<file path="src/rtl/gda_pkg.sv">
// Shared types, constants and table functions for the Gregorian date arithmetic block.
// Used by gda_ctl, gda_ser, gda_cal and gregorian_date_day_arithmetic. No dependencies.
package gda_pkg;

  // Number of register stages from the input to the output register.
  localparam int NUM_STG = 9;

  localparam logic CMD_ADD  = 1'b0;
  localparam logic CMD_SPAN = 1'b1;

  localparam logic [1:0] ERR_NONE  = 2'd0;
  localparam logic [1:0] ERR_DATE  = 2'd1;
  localparam logic [1:0] ERR_RANGE = 2'd2;

  localparam logic [21:0] LAST_SERIAL = 22'd3652058;
  localparam logic [21:0] MARCH_OFS   = 22'd306;
  localparam logic [21:0] ERA_DAYS    = 22'd146097;

  // Reciprocals for division by constants: x / d == (x * R) >> S over the used range.
  localparam logic [13:0] RECIP_100  = 14'd10486;   // shift 20, exact below 43690
  localparam logic [16:0] RECIP_1460 = 17'd91930;   // shift 27, exact below 1864135
  localparam logic [17:0] RECIP_365  = 18'd183860;  // shift 26, exact below 1864135

  typedef struct packed {
    logic [NUM_STG-1:0] ld;   // stage loads at this edge
    logic [NUM_STG-1:0] vld;  // stage holds a word
  } pipe_t;

  // Days before the start of each month of a year that begins in March.
  function automatic logic [8:0] mon_ofs(input logic [3:0] mp);
    logic [8:0] ofs;
    unique case (mp)
      4'd0:    ofs = 9'd0;
      4'd1:    ofs = 9'd31;
      4'd2:    ofs = 9'd61;
      4'd3:    ofs = 9'd92;
      4'd4:    ofs = 9'd122;
      4'd5:    ofs = 9'd153;
      4'd6:    ofs = 9'd184;
      4'd7:    ofs = 9'd214;
      4'd8:    ofs = 9'd245;
      4'd9:    ofs = 9'd275;
      4'd10:   ofs = 9'd306;
      4'd11:   ofs = 9'd337;
      default: ofs = 9'd0;
    endcase
    return ofs;
  endfunction

  // Length of a calendar month, January is 1.
  function automatic logic [4:0] mon_len(input logic [3:0] month, input logic leap);
    logic [4:0] len;
    unique case (month)
      4'd2:                      len = leap ? 5'd29 : 5'd28;
      4'd4, 4'd6, 4'd9, 4'd11:   len = 5'd30;
      default:                   len = 5'd31;
    endcase
    return len;
  endfunction

endpackage

</file>
<file path="src/rtl/gregorian_date_day_arithmetic.sv">
// Gregorian date arithmetic through serial day numbers: adds a day offset or counts days.
// Depends on gda_pkg and instantiates gda_ctl, gda_ser (twice) and gda_cal.
//
// Usage:
//   The input channel (in_valid, in_ready) takes one word per cycle while in_ready is
//   high: a command, a start date, a second date and a signed day offset. Command add
//   returns the start date moved by the offset; command span returns the second date
//   minus the start date plus one. The result channel (out_valid, out_ready) returns
//   exactly one word per input word, in order. An invalid start date, or for span an
//   invalid second date, gives error code 1; an added date outside years 1 to 9999
//   gives error code 2; in both cases all other result fields are zero.
//   Latency: nine register stages. Throughput: one word per cycle while out_ready is
//   high; the stage count is set by the chain date check, serial conversion, add, era
//   division in two halves, the two reciprocal multiplies for the year, the day of the
//   year and the month lookup, each in a stage of its own.
//   When the receiver holds out_ready low, the words stay in their stages; in_ready stays
//   high while any stage is empty, so the pipeline fills up before it stops accepting.
//   Synchronous reset (rst_n low) empties every stage; words still in flight are dropped.
module gregorian_date_day_arithmetic (
  input  logic               clk,
  input  logic               rst_n,
  input  logic               in_valid,
  output logic               in_ready,
  input  logic               in_cmd,
  input  logic [4:0]         in_start_day,
  input  logic [3:0]         in_start_month,
  input  logic [13:0]        in_start_year,
  input  logic [4:0]         in_end_day,
  input  logic [3:0]         in_end_month,
  input  logic [13:0]        in_end_year,
  input  logic signed [20:0] in_day_offset,
  output logic               out_valid,
  input  logic               out_ready,
  output logic [4:0]         out_result_day,
  output logic [3:0]         out_result_month,
  output logic [13:0]        out_result_year,
  output logic signed [22:0] out_day_count,
  output logic [1:0]         out_error_code
);
  import gda_pkg::*;

  typedef struct packed {
    logic        cmd;
    logic [20:0] off;
  } head_t;

  typedef struct packed {
    logic        cmd;
    logic [1:0]  err;
    logic [22:0] cnt;
  } side_t;

  pipe_t       pipe;
  logic        ok_s;
  logic        ok_e;
  logic [21:0] ser_s;
  logic [21:0] ser_e;
  head_t       head_r [0:1];
  side_t       side_r [2:NUM_STG-1];
  side_t       side_nxt;
  logic [21:0] sum_r;
  logic [23:0] sum_full;
  logic [23:0] cnt_full;
  logic        oor;
  logic [4:0]  cal_day;
  logic [3:0]  cal_month;
  logic [13:0] cal_year;
  logic        show_date;
  logic        show_cnt;

  gda_ctl u_ctl (
    .clk       (clk),
    .rst_n     (rst_n),
    .in_valid  (in_valid),
    .out_ready (out_ready),
    .pipe      (pipe)
  );

  gda_ser u_ser_start (
    .clk    (clk),
    .ld     (pipe.ld[1:0]),
    .day    (in_start_day),
    .month  (in_start_month),
    .year   (in_start_year),
    .ok     (ok_s),
    .serial (ser_s)
  );

  gda_ser u_ser_end (
    .clk    (clk),
    .ld     (pipe.ld[1:0]),
    .day    (in_end_day),
    .month  (in_end_month),
    .year   (in_end_year),
    .ok     (ok_e),
    .serial (ser_e)
  );

  always_ff @(posedge clk) begin
    if (pipe.ld[0]) begin
      head_r[0] <= '{cmd: in_cmd, off: in_day_offset};
    end
    if (pipe.ld[1]) begin
      head_r[1] <= head_r[0];
    end
  end

  // Add the offset or take the difference, and settle the error code.
  always_comb begin
    sum_full = {2'b00, ser_s} + {{3{head_r[1].off[20]}}, head_r[1].off};
    cnt_full = {2'b00, ser_e} - {2'b00, ser_s} + 24'd1;
    oor      = sum_full[23] || (sum_full[22:0] > {1'b0, LAST_SERIAL});
    side_nxt.cmd = head_r[1].cmd;
    side_nxt.cnt = cnt_full[22:0];
    priority if (!ok_s || ((head_r[1].cmd == CMD_SPAN) && !ok_e)) begin
      side_nxt.err = ERR_DATE;
    end else if ((head_r[1].cmd == CMD_ADD) && oor) begin
      side_nxt.err = ERR_RANGE;
    end else begin
      side_nxt.err = ERR_NONE;
    end
  end

  always_ff @(posedge clk) begin
    if (pipe.ld[2]) begin
      side_r[2] <= side_nxt;
      sum_r     <= sum_full[21:0];
    end
    for (int k = 3; k < NUM_STG; k++) begin
      if (pipe.ld[k]) begin
        side_r[k] <= side_r[k-1];
      end
    end
  end

  gda_cal u_cal (
    .clk    (clk),
    .ld     (pipe.ld[NUM_STG-1:3]),
    .serial (sum_r),
    .day    (cal_day),
    .month  (cal_month),
    .year   (cal_year)
  );

  assign show_date = (side_r[NUM_STG-1].err == ERR_NONE) && (side_r[NUM_STG-1].cmd == CMD_ADD);
  assign show_cnt  = (side_r[NUM_STG-1].err == ERR_NONE) && (side_r[NUM_STG-1].cmd == CMD_SPAN);

  assign in_ready         = pipe.ld[0];
  assign out_valid        = pipe.vld[NUM_STG-1];
  assign out_result_day   = show_date ? cal_day : '0;
  assign out_result_month = show_date ? cal_month : '0;
  assign out_result_year  = show_date ? cal_year : '0;
  assign out_day_count    = show_cnt ? $signed(side_r[NUM_STG-1].cnt) : '0;
  assign out_error_code   = side_r[NUM_STG-1].err;

`ifndef SYNTH
  // Any free slot, including one freed by the receiver, lets a new word in.
  a_ready_free: assert property (@(posedge clk) disable iff (!rst_n)
    (!out_valid || out_ready) |-> in_ready)
    else $error("input stalled while the pipeline had room");

  a_accept_lands: assert property (@(posedge clk) disable iff (!rst_n)
    (in_valid && in_ready) |=> pipe.vld[0])
    else $error("accepted word did not enter the first stage");

  a_date_sane: assert property (@(posedge clk) disable iff (!rst_n)
    (out_valid && (out_error_code == ERR_NONE) && (out_result_month != '0)) |->
      ((out_result_day != '0) && (out_result_month <= 4'd12) &&
       (out_result_year != '0) && (out_result_year <= 14'd9999)))
    else $error("computed date outside the calendar");
`endif

endmodule

</file>
<file path="src/rtl/gda_ctl.sv">
// Valid and load control for the date pipeline: one valid bit per stage.
// Depends on gda_pkg for NUM_STG and pipe_t.
module gda_ctl (
  input  logic           clk,
  input  logic           rst_n,
  input  logic           in_valid,
  input  logic           out_ready,
  output gda_pkg::pipe_t pipe
);
  import gda_pkg::*;

  logic [NUM_STG-1:0] vld_r;
  logic [NUM_STG-1:0] vld_nxt;
  logic [NUM_STG-1:0] ld_c;

  // A stage may load when it is empty or when the stage after it loads too.
  always_comb begin
    ld_c[NUM_STG-1] = !vld_r[NUM_STG-1] || out_ready;
    for (int k = NUM_STG - 2; k >= 0; k--) begin
      ld_c[k] = !vld_r[k] || ld_c[k+1];
    end
  end

  always_comb begin
    vld_nxt[0] = ld_c[0] ? in_valid : vld_r[0];
    for (int k = 1; k < NUM_STG; k++) begin
      vld_nxt[k] = ld_c[k] ? vld_r[k-1] : vld_r[k];
    end
  end

  always_ff @(posedge clk) begin
    if (!rst_n) begin
      vld_r <= '0;
    end else begin
      vld_r <= vld_nxt;
    end
  end

  assign pipe.ld  = ld_c;
  assign pipe.vld = vld_r;

endmodule

</file>
<file path="src/rtl/gda_ser.sv">
// Two-stage date check and conversion of a calendar date to a serial day number.
// Depends on gda_pkg for the month tables and the reciprocal of 100.
module gda_ser (
  input  logic        clk,
  input  logic [1:0]  ld,
  input  logic [4:0]  day,
  input  logic [3:0]  month,
  input  logic [13:0] year,
  output logic        ok,
  output logic [21:0] serial
);
  import gda_pkg::*;

  logic [27:0] prod;
  logic [7:0]  q;
  logic [13:0] rem;
  logic        leap;
  logic        early;
  logic [3:0]  mp;
  logic        ok_nxt;
  logic [13:0] ya_nxt;
  logic [7:0]  qa_nxt;
  logic [8:0]  doy_nxt;

  logic        ok_a_r;
  logic [13:0] ya_r;
  logic [7:0]  qa_r;
  logic [8:0]  doy_r;

  logic [22:0] acc;
  logic        ok_r;
  logic [21:0] serial_r;
  logic [21:0] serial_nxt;

  // Stage A: leap year, validity, March-based year and day of year.
  always_comb begin
    prod  = {14'b0, year} * {14'b0, RECIP_100};
    q     = prod[27:20];
    rem   = year - ({6'b0, q} * 14'd100);
    leap  = (year[1:0] == 2'b00) && ((rem != '0) || (q[1:0] == 2'b00));
    ok_nxt = (year != '0) && (year <= 14'd9999) && (month != '0) && (month <= 4'd12) &&
             (day != '0) && (day <= mon_len(month, leap));
    early = (month <= 4'd2);
    // January and February count toward the previous year.
    ya_nxt  = early ? year - 14'd1 : year;
    qa_nxt  = (early && (rem == '0)) ? q - 8'd1 : q;
    mp      = early ? month + 4'd9 : month - 4'd3;
    doy_nxt = mon_ofs(mp) + {4'b0, day} - 9'd1;
  end

  always_ff @(posedge clk) begin
    if (ld[0]) begin
      ok_a_r <= ok_nxt;
      ya_r   <= ya_nxt;
      qa_r   <= qa_nxt;
      doy_r  <= doy_nxt;
    end
  end

  // Stage B: 365 days a year plus the leap days up to the year, plus the day of year.
  always_comb begin
    acc = ({9'b0, ya_r} * 23'd365) + {11'b0, ya_r[13:2]} - {15'b0, qa_r} +
          {17'b0, qa_r[7:2]} + {14'b0, doy_r} - {1'b0, MARCH_OFS};
    serial_nxt = acc[21:0];
  end

  always_ff @(posedge clk) begin
    if (ld[1]) begin
      ok_r     <= ok_a_r;
      serial_r <= serial_nxt;
    end
  end

  assign ok     = ok_r;
  assign serial = serial_r;

endmodule

</file>
<file path="src/rtl/gda_cal.sv">
// Six-stage conversion of a serial day number back to a calendar date.
// Depends on gda_pkg for the era length, the reciprocals and the month offsets.
module gda_cal (
  input  logic        clk,
  input  logic [5:0]  ld,
  input  logic [21:0] serial,
  output logic [4:0]  day,
  output logic [3:0]  month,
  output logic [13:0] year
);
  import gda_pkg::*;

  // Stage 1: upper three bits of the 400-year era by restoring division.
  logic [21:0] rem1;
  logic [4:0]  era1;
  logic [21:0] rem1_r;
  logic [4:0]  era1_r;

  always_comb begin
    rem1 = serial + MARCH_OFS;
    era1 = '0;
    for (int k = 4; k >= 2; k--) begin
      if (rem1 >= (ERA_DAYS << k)) begin
        rem1    = rem1 - (ERA_DAYS << k);
        era1[k] = 1'b1;
      end
    end
  end

  always_ff @(posedge clk) begin
    if (ld[0]) begin
      rem1_r <= rem1;
      era1_r <= era1;
    end
  end

  // Stage 2: lower two era bits; the remainder is the day of the era.
  logic [21:0] rem2;
  logic [4:0]  era2;
  logic [17:0] doe2_r;
  logic [4:0]  era2_r;

  always_comb begin
    rem2 = rem1_r;
    era2 = era1_r;
    for (int k = 1; k >= 0; k--) begin
      if (rem2 >= (ERA_DAYS << k)) begin
        rem2    = rem2 - (ERA_DAYS << k);
        era2[k] = 1'b1;
      end
    end
  end

  always_ff @(posedge clk) begin
    if (ld[1]) begin
      doe2_r <= rem2[17:0];
      era2_r <= era2;
    end
  end

  // Stage 3: remove the leap days so that a plain division by 365 gives the year.
  logic [34:0] p3;
  logic [7:0]  a3;
  logic [2:0]  b3;
  logic        c3;
  logic [17:0] t3_nxt;
  logic [17:0] t3_r;
  logic [17:0] doe3_r;
  logic [4:0]  era3_r;

  always_comb begin
    p3 = {17'b0, doe2_r} * {18'b0, RECIP_1460};
    a3 = p3[34:27];
    b3 = {2'b0, doe2_r >= 18'd36524} + {2'b0, doe2_r >= 18'd73048} +
         {2'b0, doe2_r >= 18'd109572} + {2'b0, doe2_r >= 18'd146096};
    c3 = (doe2_r == 18'd146096);
    t3_nxt = doe2_r - {10'b0, a3} + {15'b0, b3} - {17'b0, c3};
  end

  always_ff @(posedge clk) begin
    if (ld[2]) begin
      t3_r   <= t3_nxt;
      doe3_r <= doe2_r;
      era3_r <= era2_r;
    end
  end

  // Stage 4: year of the era.
  logic [35:0] p4;
  logic [8:0]  yoe4_r;
  logic [17:0] doe4_r;
  logic [4:0]  era4_r;

  always_comb begin
    p4 = {18'b0, t3_r} * {18'b0, RECIP_365};
  end

  always_ff @(posedge clk) begin
    if (ld[3]) begin
      yoe4_r <= p4[34:26];
      doe4_r <= doe3_r;
      era4_r <= era3_r;
    end
  end

  // Stage 5: day of the March-based year.
  logic [1:0]  yc5;
  logic [17:0] base5;
  logic [17:0] doy5;
  logic [8:0]  doy5_r;
  logic [8:0]  yoe5_r;
  logic [4:0]  era5_r;

  always_comb begin
    yc5 = {1'b0, yoe4_r >= 9'd100} + {1'b0, yoe4_r >= 9'd200} + {1'b0, yoe4_r >= 9'd300};
    base5 = ({9'b0, yoe4_r} * 18'd365) + {11'b0, yoe4_r[8:2]} - {16'b0, yc5};
    doy5  = doe4_r - base5;
  end

  always_ff @(posedge clk) begin
    if (ld[4]) begin
      doy5_r <= doy5[8:0];
      yoe5_r <= yoe4_r;
      era5_r <= era4_r;
    end
  end

  // Stage 6: month by comparing against the month offsets, then day and year.
  logic [3:0]  mp6;
  logic [8:0]  dd6;
  logic [3:0]  mon6;
  logic [13:0] year6;
  logic [4:0]  day_r;
  logic [3:0]  month_r;
  logic [13:0] year_r;

  always_comb begin
    mp6 = '0;
    for (int i = 1; i < 12; i++) begin
      mp6 = mp6 + {3'b0, doy5_r >= mon_ofs(4'(i))};
    end
    dd6  = doy5_r - mon_ofs(mp6) + 9'd1;
    mon6 = (mp6 < 4'd10) ? mp6 + 4'd3 : mp6 - 4'd9;
    // January and February belong to the following calendar year.
    year6 = {5'b0, yoe5_r} + ({9'b0, era5_r} * 14'd400) + {13'b0, mp6 >= 4'd10};
  end

  always_ff @(posedge clk) begin
    if (ld[5]) begin
      day_r   <= dd6[4:0];
      month_r <= mon6;
      year_r  <= year6;
    end
  end

  assign day   = day_r;
  assign month = month_r;
  assign year  = year_r;

endmodule

</file>
<file path="config.mk">
export PLATFORM = sky130hd
export DESIGN_NAME = gregorian_date_day_arithmetic
export DESIGN_NICKNAME = d
export VERILOG_FILES = /design/src/rtl/gda_pkg.sv /design/src/rtl/gregorian_date_day_arithmetic.sv /design/src/rtl/gda_ctl.sv /design/src/rtl/gda_ser.sv /design/src/rtl/gda_cal.sv
export SDC_FILE = /design/constraint.sdc
export NUM_CORES = 2
export LEC_CHECK = 0
export ABC_CLOCK_PERIOD_IN_PS = 15600
export CAP_MARGIN = 5
export CORE_MARGIN = 1
export CORE_UTILIZATION = 50
export CTS_CLUSTER_SIZE = 25
export DETAILED_ROUTE_END_ITERATION = 10
export DONT_BUFFER_PORTS = 1
export PLACE_DENSITY_LB_ADDON = 0.05
export SYNTH_ARGS = -nofsm -noshare
export SYNTH_HDL_FRONTEND = slang
export SYNTH_SLANG_ARGS = --single-unit
</file>
<file path="constraint.sdc">
create_clock -name clk -period 15.6 [get_ports clk]
set_input_delay 1.56 -clock clk [delete_from_list [all_inputs] [get_ports clk]]
set_output_delay 1.56 -clock clk [all_outputs]
set_load 0.05 [all_outputs]
</file>
==> out/qor.yml <==
outcome: "finished, final reports clean"
whs_ns: 0.3939
synth-edff-count: 507
postCtsSetupBuffers: 0
critPathLaunch: "in_start_year[4]"
ys_ff_latch: 516
cts_resized: 0
grt_use_total: 0.2065
rr_startpoint: "u_cal.doe2_r[7]"
nNetsFinal: 6790
finalCriticalPeriod_ns: 10.87
tns_ns: 0
grt-ovfl-total: 0
synth_sequential_area_ratio: 0.2756
yosys.area.top_type: "edfxtp_1"
routed-via-count: 33744
crit_type: "input pin to register"
reg2reg_depth: 35
cpMostUsedCell: "ha_1"
numCtsBuffers: 54
clockRootBuffer: "clkbuf_16"
worst-endpoint-arrival_ns: 11.22
cts.reportedPaths.clkPinSlew_ns: 0.06
max_freq_ghz: 0.09197
hold_class: "register to register"
rsz0062_at_grt: "false"
yosys_warnings: 0
synthArstFlopShare: 0
max_slew_margin: 0.2822
cp-end-kind: "register"
hpwl_mm: 94.40
timing.rr.end: "u_cal.t3_r[16]"
port_buffers: 0
hold_buffers: 0
area_growth_pct: 6.357
synth_cell_types: 114
grt_pass1_wl_mm: 185.0
clock_path_buffers: 3
core.rowCount: 122
final_cells: 6633
syn_nets: 6776
wl_per_cell_um: 16.98
viasPerCell: 5.087
ios: 122
drc: 0
antenna_found_initial: 8
cp-start-kind: "input pin"
synth.cell_area_um2: 55890
tightest_slew_ns: 1.077
drtAntennaViolNets: 0
finClkSkew_ns: 0.04071
synth_top_area_frac: 0.2724
max_cap_violations: 0
cts_tree: "yes"
die_y_um: 336.3
syn_area_per_cell_um2: 10.99
synthCells: 5086
synth-main-ff-cell: "edfxtp_1"
synthMostInstantiatedCell: "inv_1"
setup_viol: 0
wl_mm: 112.6
place_inst: 6532
cts_sinks: 516
slowest_stage: "xor2_1"
critPathMaxStageDelay_ns: 0.81
grt_max_degree: 69
dieArea_um2: 113100
endpoint: "u_ser_start.ok_a_r"
synthTopCellsByArea: "edfxtp_1, ha_1, fa_1"
gp_congestion: 0.8568
drive_above_1_share: 0.03615
htreeDepth: 2
fillers: 9868
grt_pass1_vias: 34755
start_util: 0.5044
core_area_um2: 110800
hold_viol_final: 0
required_ns: 15.95
insertedDiodeCount: 0
first_pass_iters: 5
drt_iter0_drc: 1423
die_w_um: 336.3
worstPathMaxFanout: 12
insertion_delay_ns: 0.65
synthTopCellsByCount: "inv_1, ha_1, fa_1"
r2r_slack_ns: 5.14
drv_slew: 0
post-route-period-util: 0.6970
## final cells by class
| type | instances | area, um^2 | share of cell area |
|---|---|---|---|
| multi-input cells | 3355 | 35890 | 0.6038 |
| flip-flops and latches | 516 | 15400 | 0.2591 |
| inverters | 1156 | 4339 | 0.07299 |
| well taps | 1488 | 1862 | 0.03132 |
| clock buffers | 63 | 1385 | 0.02330 |
| clock inverters | 38 | 436.7 | 0.007346 |
| repair buffers | 17 | 127.6 | 0.002147 |
## critical path: cells and delay by family
| family | cells | cell delay [ns] |
|---|---|---|
| xor gates and xnor gates | 1 | 0.81 |
| adders and majority gates | 12 | 4.59 |
| AOI/OAI and AO/OA | 19 | 3.64 |
| and+or+nand+nor | 3 | 0.28 |
| buffers and inverters | 5 | 0.36 |
## cells by family after synthesis
group,share of synthesized area
mux,0.004320
fa+ha+maj,0.4358
simple gates,0.06201
xor+xnor,0.05616
buf+inv,0.08287
flops,0.2756
compound gates,0.08323
## sequential cells by signal, summed over array words and instances, names as in the netlist, 14 cells and up
name / count
head_r: 44
side_r: 182
sum_r: 22
u_cal.doe2_r: 18
u_cal.rem1_r: 22
u_cal.t3_r: 18
u_cal.year: 14
u_ser_end.serial: 22
u_ser_end.ya_r: 14
u_ser_start.serial: 22
u_ser_start.ya_r: 14
## routing by layer
layer	wire (um)	track usage	share of wire	vias to the layer above
met3	3187	0.01949	0.028	106
met1	54130	0.2907	0.48	16316
met2	53270	0.3468	0.47	413
li1	-	-	-	16903
met5	46	0	0.00041	-
met4	1961	0.04080	0.017	6
## worst min-delay path by stage
stage | startpoint | end | slack [ns] | cells past startpoint
6_report | head_r[0][16] | head_r[0][38] | 0.39 | 0
5_1_grt | head_r[0][16] | head_r[0][38] | 0.40 | 0
4_1_cts | head_r[0][16] | head_r[0][38] | 0.39 | 0
3_5_place_dp | side_r[0][77] | side_r[0][103] | 0.40 | 0
3_3_place_gp | side_r[0][110] | side_r[0][136] | 0.40 | 0
2_1_floorplan | head_r[0][0] | head_r[0][22] | 0.40 | 0
## cell usage in the layout (no fill, tap or decap), types with 16 or more instances in the layout
cell type	instances
a211oi_1	18
a21o_1	67
a21oi_1	193
a31oi_1	22
and2_1	64
and3_1	25
buf_4	17
clkbuf_16	54
edfxtp_1	507
fa_1	548
ha_1	1070
inv_1	1148
mux2i_1	17
nand2_1	162
nand2b_1	16
nand3_1	58
nand4_1	25
nor2_1	149
nor2b_1	32
nor3_1	55
o21a_1	27
o21ai_0	102
o21bai_1	54
xnor2_1	267
xor2_1	87
## through the flow
| stage | util | setup slack, ns | cell area [um^2] |
|---|---|---|---|
| 2_1_floorplan | - | 5.193 | 55890 |
| 5_1_grt | 0.5364 | 4.114 | 59450 |
| 3_3_place_gp | 0.5200 | 4.244 | 57630 |
| 3_5_place_dp | 0.5200 | 4.148 | 57630 |
| 4_1_cts | 0.5364 | 4.770 | 59450 |
| 6_report | 0.5364 | 4.727 | 59450 |
Power is left out: the tool's default activity adds up to more than one toggle a clock period on the data nets, which glitch-free logic cannot reach.
